===== config.mk =====
export PLATFORM = sky130hd
export DESIGN_NAME = led_matrix_frame_shifter_top
export DESIGN_NICKNAME = d
export VERILOG_FILES = /design/src/sv/lmfs_pkg.sv /design/src/sv/lmfs_ram.sv /design/src/sv/led_matrix_frame_shifter_top.sv
export SDC_FILE = /design/constraint.sdc
export NUM_CORES = 2
export LEC_CHECK = 0
export BUFFER_PORTS_ARGS = -buffer_cell sky130_fd_sc_hd__buf_2
export CAP_MARGIN = 5
export CORE_ASPECT_RATIO = 2
export CORE_MARGIN = 2
export CORE_UTILIZATION = 30
export CTS_BUF_LIST = sky130_fd_sc_hd__clkbuf_2 sky130_fd_sc_hd__clkbuf_4 sky130_fd_sc_hd__clkbuf_8
export DETAILED_ROUTE_END_ITERATION = 16
export PLACE_DENSITY = 0.56
export SYNTH_ARGS = -nofsm -noshare
export SYNTH_HDL_FRONTEND = slang
export SYNTH_HIERARCHICAL = 1
export SYNTH_SLANG_ARGS = --single-unit
export TNS_END_PERCENT = 5

===== constraint.sdc =====
create_clock -name clk_i -period 13.2 [get_ports clk_i]
set_input_delay 1.32 -clock clk_i [delete_from_list [all_inputs] [get_ports clk_i]]
set_output_delay 1.32 -clock clk_i [all_outputs]
set_load 0.05 [all_outputs]

===== src/sv/lmfs_pkg.sv =====
// Shared types, constants and helper functions for the LED matrix frame shifter.
`default_nettype none

package lmfs_pkg;

  localparam int PanelCount      = 5;
  localparam int ColumnsPerPanel = 40;
  localparam int TotalColumns    = PanelCount * ColumnsPerPanel;
  localparam int AddrW           = $clog2(TotalColumns);
  localparam int BitsPerLane     = 8;
  localparam int WordW           = 16;

  localparam logic [2:0] ACT_CLEAR     = 3'd0;
  localparam logic [2:0] ACT_SET_PIXEL = 3'd1;
  localparam logic [2:0] ACT_WRITE_COL = 3'd2;
  localparam logic [2:0] ACT_WRITE_DBL = 3'd3;
  localparam logic [2:0] ACT_READ_PIX  = 3'd4;
  localparam logic [2:0] ACT_SHIFT     = 3'd5;

  localparam logic [7:0] LastColumn = 8'(TotalColumns - 1);
  localparam logic [2:0] LastBit    = 3'(BitsPerLane - 1);

  typedef struct packed {
    logic [2:0]  action;
    logic [7:0]  column;
    logic [3:0]  row;
    logic [15:0] write_value;
  } in_item_t;

  typedef struct packed {
    logic pixel_bit;
    logic shift_strobe;
    logic data_low_bit;
    logic data_high_bit;
    logic latch_pulse;
    logic output_enable;
    logic column_error;
  } out_item_t;

  // Each bit of the byte lights a pair of adjacent rows.
  function automatic logic [WordW-1:0] doubled_word(input logic [7:0] byte_val);
    logic [WordW-1:0] w;
    w = '0;
    for (int i = 0; i < BitsPerLane; i++) begin
      w[2*i]   = byte_val[i];
      w[2*i+1] = byte_val[i];
    end
    return w;
  endfunction

endpackage

`default_nettype wire


===== src/sv/lmfs_ram.sv =====
// Generic single-write, single-read synchronous RAM with registered read data.
`default_nettype none

module lmfs_ram #(
  parameter int Width = 16,
  parameter int Depth = 200,
  localparam int AddrW = $clog2(Depth)
) (
  input  wire logic             clk_i,
  input  wire logic             we_i,
  input  wire logic [AddrW-1:0] waddr_i,
  input  wire logic [Width-1:0] wdata_i,
  input  wire logic             re_i,
  input  wire logic [AddrW-1:0] raddr_i,
  output logic      [Width-1:0] rdata_o
);

  logic [Width-1:0] mem_q [Depth];

  always_ff @(posedge clk_i) begin
    if (we_i) begin
      mem_q[waddr_i] <= wdata_i;
    end
    if (re_i) begin
      rdata_o <= mem_q[raddr_i];
    end
  end

endmodule

`default_nettype wire


===== src/sv/led_matrix_frame_shifter_top.sv =====
// Top level of the LED matrix frame shifter: frame store, scan position and result register.
// A beat waits in s1 while the store is read; its result is then registered in out_item_q.
// Throughput: one beat per cycle for every action, clear included, unless the output stalls;
// the store is read on accept and written back when s1 fires; back-to-back accesses bypass.
// Reset: per-entry valid flops make the whole store read as zero at once; the scan position
// goes to column 0, bit 0, and screen_enable to 1. No clearing pass is needed.
`default_nettype none

module led_matrix_frame_shifter_top (
  input  wire logic               clk_i,
  input  wire logic               rst_ni,
  input  wire logic               in_valid_i,
  output logic                    in_ready_o,
  input  wire lmfs_pkg::in_item_t in_item_i,
  output logic                    out_valid_o,
  input  wire logic               out_ready_i,
  output lmfs_pkg::out_item_t     out_item_o,
  input  wire logic               cfg_valid_i,
  output logic                    cfg_ready_o,
  input  wire logic               cfg_data_i
);

  logic                          screen_enable_q;
  logic                          s1_valid_q, s1_valid_d;
  lmfs_pkg::in_item_t            s1_item_q;
  logic                          rd_vld_q, rd_vld_d;
  logic                          rd_hit_q, rd_hit_d;
  logic [lmfs_pkg::WordW-1:0]    rd_byp_q;
  logic [lmfs_pkg::TotalColumns-1:0] valid_q;
  logic [7:0]                    scan_col_q, scan_col_d;
  logic [2:0]                    scan_bit_q, scan_bit_d;
  logic                          out_valid_q;
  lmfs_pkg::out_item_t           out_item_q, res_d;

  logic                          accept, s1_fire, col_ok, clear_all, wr_en;
  logic [lmfs_pkg::WordW-1:0]    word, wr_data, rdata, row_mask;
  logic [lmfs_pkg::AddrW-1:0]    wr_addr, rd_addr;
  logic [7:0]                    rd_col;
  logic                          rd_in_range;

  assign cfg_ready_o = 1'b1;
  assign s1_fire     = s1_valid_q && (!out_valid_q || out_ready_i);
  assign in_ready_o  = !s1_valid_q || s1_fire;
  assign accept      = in_valid_i && in_ready_o;

  assign word = rd_hit_q ? rd_byp_q : (rd_vld_q ? rdata : '0);
  assign col_ok   = s1_item_q.column < 8'(lmfs_pkg::TotalColumns);
  assign row_mask = {{(lmfs_pkg::WordW-1){1'b0}}, 1'b1} << s1_item_q.row;
  assign wr_addr  = s1_item_q.column[lmfs_pkg::AddrW-1:0];

  always_comb begin
    res_d               = '0;
    res_d.output_enable = screen_enable_q;
    wr_en               = 1'b0;
    wr_data             = word;
    clear_all           = 1'b0;
    scan_col_d          = scan_col_q;
    scan_bit_d          = scan_bit_q;
    case (s1_item_q.action)
      lmfs_pkg::ACT_CLEAR: begin
        clear_all = s1_fire;
      end
      lmfs_pkg::ACT_SET_PIXEL, lmfs_pkg::ACT_WRITE_COL,
      lmfs_pkg::ACT_WRITE_DBL, lmfs_pkg::ACT_READ_PIX: begin
        res_d.column_error = !col_ok;
        if (col_ok) begin
          case (s1_item_q.action)
            lmfs_pkg::ACT_SET_PIXEL: begin
              wr_en   = s1_fire;
              wr_data = (s1_item_q.write_value != '0) ? (word | row_mask)
                                                      : (word & ~row_mask);
            end
            lmfs_pkg::ACT_WRITE_COL: begin
              wr_en   = s1_fire;
              wr_data = s1_item_q.write_value;
            end
            lmfs_pkg::ACT_WRITE_DBL: begin
              wr_en   = s1_fire;
              wr_data = lmfs_pkg::doubled_word(s1_item_q.write_value[7:0]);
            end
            default: begin
              res_d.pixel_bit = word[s1_item_q.row];
            end
          endcase
        end
      end
      lmfs_pkg::ACT_SHIFT: begin
        res_d.shift_strobe  = 1'b1;
        res_d.data_low_bit  = word[{1'b0, scan_bit_q}];
        res_d.data_high_bit = word[{1'b1, scan_bit_q}];
        if (scan_bit_q == lmfs_pkg::LastBit) begin
          scan_bit_d = '0;
          if (scan_col_q >= lmfs_pkg::LastColumn) begin
            scan_col_d        = '0;
            res_d.latch_pulse = 1'b1;
          end else begin
            scan_col_d = scan_col_q + 8'd1;
          end
        end else begin
          scan_bit_d = scan_bit_q + 3'd1;
        end
        if (!s1_fire) begin
          scan_col_d = scan_col_q;
          scan_bit_d = scan_bit_q;
        end
      end
      default: begin
      end
    endcase
  end

  // A shift tick reads the column that the scan stands on after the beat now finishing.
  assign rd_col      = (in_item_i.action == lmfs_pkg::ACT_SHIFT) ? scan_col_d
                                                                 : in_item_i.column;
  assign rd_in_range = rd_col < 8'(lmfs_pkg::TotalColumns);
  assign rd_addr     = rd_col[lmfs_pkg::AddrW-1:0];
  assign rd_hit_d    = wr_en && (wr_addr == rd_addr) && rd_in_range;
  assign rd_vld_d    = rd_in_range && !clear_all && valid_q[rd_addr];

  lmfs_ram #(
    .Width(lmfs_pkg::WordW),
    .Depth(lmfs_pkg::TotalColumns)
  ) u_store (
    .clk_i  (clk_i),
    .we_i   (wr_en),
    .waddr_i(wr_addr),
    .wdata_i(wr_data),
    .re_i   (accept),
    .raddr_i(rd_addr),
    .rdata_o(rdata)
  );

  always_comb begin
    s1_valid_d = s1_valid_q;
    if (accept) begin
      s1_valid_d = 1'b1;
    end else if (s1_fire) begin
      s1_valid_d = 1'b0;
    end
  end

  always_ff @(posedge clk_i or negedge rst_ni) begin
    if (!rst_ni) begin
      screen_enable_q <= 1'b1;
      s1_valid_q      <= 1'b0;
      out_valid_q     <= 1'b0;
      valid_q         <= '0;
      scan_col_q      <= '0;
      scan_bit_q      <= '0;
    end else begin
      if (cfg_valid_i && cfg_ready_o) begin
        screen_enable_q <= cfg_data_i;
      end
      s1_valid_q <= s1_valid_d;
      if (s1_fire) begin
        out_valid_q <= 1'b1;
      end else if (out_ready_i) begin
        out_valid_q <= 1'b0;
      end
      if (clear_all) begin
        valid_q <= '0;
      end else if (wr_en) begin
        valid_q[wr_addr] <= 1'b1;
      end
      scan_col_q <= scan_col_d;
      scan_bit_q <= scan_bit_d;
    end
  end

  always_ff @(posedge clk_i) begin
    if (accept) begin
      s1_item_q <= in_item_i;
      rd_vld_q  <= rd_vld_d;
      rd_hit_q  <= rd_hit_d;
      rd_byp_q  <= wr_data;
    end
    if (s1_fire) begin
      out_item_q <= res_d;
    end
  end

  assign out_valid_o = out_valid_q;
  assign out_item_o  = out_item_q;

  a_scan_in_range: assert property (@(posedge clk_i) disable iff (!rst_ni)
    scan_col_q < 8'(lmfs_pkg::TotalColumns))
    else $error("Scan column left the frame.");

  a_latch_wraps: assert property (@(posedge clk_i) disable iff (!rst_ni)
    (s1_fire && res_d.latch_pulse) |=> (scan_col_q == '0 && scan_bit_q == '0))
    else $error("Scan did not wrap after the latch pulse.");

  a_latch_on_shift: assert property (@(posedge clk_i) disable iff (!rst_ni)
    (out_valid_o && out_item_o.latch_pulse) |-> out_item_o.shift_strobe)
    else $error("Latch pulse without a shift beat.");

  a_error_not_shift: assert property (@(posedge clk_i) disable iff (!rst_ni)
    out_valid_o |-> !(out_item_o.column_error && out_item_o.shift_strobe))
    else $error("Column error raised on a shift beat.");

endmodule

`default_nettype wire

==> metrics <==
Initial Util=30.1%; critical register-to-register path startpoint=scan_bit_q[0]; violations in the final reports=slew limit; placeable core region=454000 sq um; number of synthesized flops with an enable pin=3272; final critical-path share of the clock period=61.2%; DIE AREA=461000 sq um; Post-synth ARST share=6.14%; wire length of the first global-routing pass=566000 um; worst r2r path cells=17; Total Routing Usage GR=17.2%; top fanout value on the critical path=84; fraction of layout cells with a size suffix above 1=29.1%; endpoint arrival time on the critical path=8860 ps; Reg-to-Reg End=u_store/rdata_o[2]; max-cap violation count=0; flip-flop and latch count after synthesis=3486; port bufs=45; warning count from the yosys run=6; largest net degree at the start of global routing=202; achievable frequency=124 MHz; peak supply drop=84.3 uV; TritonCTS clock tree=built; signed area change from the synthesized netlist to the final layout=12.9%; total wire length after detailed routing=404000 um; slew margin rel.=-4.31%; hpwl dp=251000 um; post-synth net total=6761; post-DR wirelength/cell=29.9 um; endpoint kind of the worst setup timing path=register; # Post-CTS Setup Buffers=0; post-cts resize count=0; Root Buffer=clkbuf_8; data required time at the worst endpoint=13980 ps; minimum clock period after layout=8080 ps; Critical Setup Path Class=reg2reg; average vias per placed instance=5.21; number of pins with negative max-slew slack in the final report=63; Worst Tran Pin Value=1560 ps; router iterations before antenna repair=6; number of standard cells after synthesis=6721; initial antenna violation count=14; Row Count=350; Placer Congestion=0.869; hold slack final=250 ps; GRT Residual Overflow=0; clock transition time at the flip-flop clock pins of the worst setup and hold paths=80 ps; total standard cell area after synthesis=137000 sq um; clock skew=120 ps; CP Launch Point=scan_bit_q[0]; final number of setup-violating endpoints=0; Pwr Density=144 nW/um^2; final hold violation count=0; Worst Setup Start Kind=register; RSZ-0062 raised after global routing=false; 1st-iter DRT viols=6601; hold bufs inserted after CTS=0; DRC violation count after routing=0; R2R setup slack=5120 ps; status=finished with violations; deepest level of the CTS H-tree=5; die boundary width=481 um; synth unique cells=83; buffer levels on the longest clock path=4; Static Leak=48.7 nW; Main synth FF type=edfxtp_1; later-pin clock latency in the skew report=1120 ps; antenna-violating nets left=0; setup_tns=0 ps; average size of a mapped cell=20.3 sq um; Seq/Total Area, Yosys=75.8%; Boundary Pins=47; number of global-route vias before repair=73636; Final Net Count=7191; Worst setup endpoint=u_store/rdata_o[2]; CTS sink count=3486; number of vias in the routed layout=70427; floorplan die height=958 um; TritonCTS Buffers=436; type of the tightest min-delay check=in2async
## state kept, by name (all words and copies together) (netlist names)
register         flops
u_store/rdata_o     16
rd_byp_q            16
scan_col_q           8
out_valid_o          1
scan_bit_q           3
valid_q            200
s1_item_q           23
screen_enable_q      1
out_item_o           7
rd_hit_q             1
rd_vld_q             1
u_store/mem_q     3200
wr_addr              8
s1_valid_q           1
## through the flow
step / total power [W] / setup WS [ps] / cell area [sq um] / cells / utilization [%]
floorplan: 0.0140 / 4570 / 137000 / 6721 / -
global placement: 0.0147 / 4060 / 146000 / 12687 / 32.1
detailed placement: 0.0147 / 4820 / 146000 / 12697 / 32.1
CTS: 0.0224 / 5280 / 154000 / 13476 / 34.0
global route: 0.0229 / 5130 / 154000 / 13500 / 34.0
finish: 0.0222 / 5120 / 154000 / 13506 / 34.0
## per-layer routing
layer	GRT usage, %	wire length (um)
met3	2.33	21200
met4	10.7	28700
met2	32.6	222000
met5	0	18
met1	17.6	131000
## cell usage after synthesis, types with 7 or more instances
master	instances	area (sq um)
edfxtp_1	3272	98300
mux4_2	889	20000
nor2_1	483	1810
a21oi_1	280	1400
nand2_1	277	1040
dfrtp_1	213	5330
clkbuf_1	179	672
mux2i_1	106	1060
buf_2	96	480
nand3_1	81	405
a22oi_1	67	503
nor3_1	63	315
a211oi_1	54	405
buf_4	53	398
o21ai_0	52	260
buf_6	46	518
o22ai_1	46	288
nor2b_1	43	269
nand2b_1	33	206
a22o_1	31	272
buf_1	27	101
a221oi_1	26	228
nor4_1	25	156
and2_1	24	150
a31oi_1	19	119
and3_1	19	119
inv_1	17	63.8
mux2_2	17	191
a311oi_1	13	114
a32oi_1	11	96.3
o21a_1	11	82.6
nand4_1	9	56.3
or3_1	9	56.3
a21boi_0	8	60.1
or2_2	8	50.1
a2111oi_0	7	61.3
a221o_1	7	70.1
o211ai_1	7	52.6
xnor2_1	7	61.3
## layout make-up
cell class | count | area (sq um)
clock inverters | 204 | 1220
inverters | 22 | 113
fillers | 42760 | 300000
repair buffers | 398 | 3150
diodes | 30 | 75.1
multi-input cells | 2807 | 31400
well taps | 5984 | 7490
clock buffers | 575 | 7140
flip-flops and latches | 3486 | 104000
## worst min-delay path by stage
stage | from | end | slack (ps)
floorplan | valid_q[109] | valid_q[109] | 460
global route | rst_ni | scan_bit_q[2] | 250
global placement | valid_q[184] | valid_q[184] | 480
finish | rst_ni | s1_valid_q | 250
CTS | rst_ni | scan_col_q[5] | 180
detailed placement | valid_q[78] | valid_q[78] | 480
## worst max-delay path, stage by stage (launching register included)
cell	delay (ps)
dfrtp_1	520
ha_1	200
ha_1	220
nand4b_4	170
or3_1	540
o311ai_1	540
o21ai_4	90
buf_4	270
inv_8	610
buf_4	740
buf_4	750
mux4_2	400
nor2b_1	140
a211oi_1	530
a211oi_1	140
nor2_1	540
nand3_1	540
or4_1	640
## layout by cell type (no fill, tap or decap), types with 123 or more instances in the layout
master,netlist,routed
edfxtp_1,3272,3272
mux4_2,889,889
clkbuf_8,0,453
nor2_1,483,349
buf_4,53,329
nand2_1,277,273
a21oi_1,280,273
dfrtp_1,213,213
nor2_2,1,134
clkbuf_4,0,123
## power breakdown
part / internal, W / leakage, nW / switching, W
clock: 0.00374 / 4.44 / 0.00399
combinational: 0.000593 / 11.6 / 0.00137
sequential: 0.0125 / 32.7 / 0.0000421
## logic make-up after synthesis
group | synth area share, %
and+or+nand+nor | 3.51
adders and majority gates | 0.0275
muxes | 15.6
buffers and inverters | 1.70
AOI/OAI and AO/OA | 3.27
xor gates and xnor gates | 0.0641
other | 0.00275
DFF | 75.8
No activity file was read; power rests on OpenSTA's default activity.
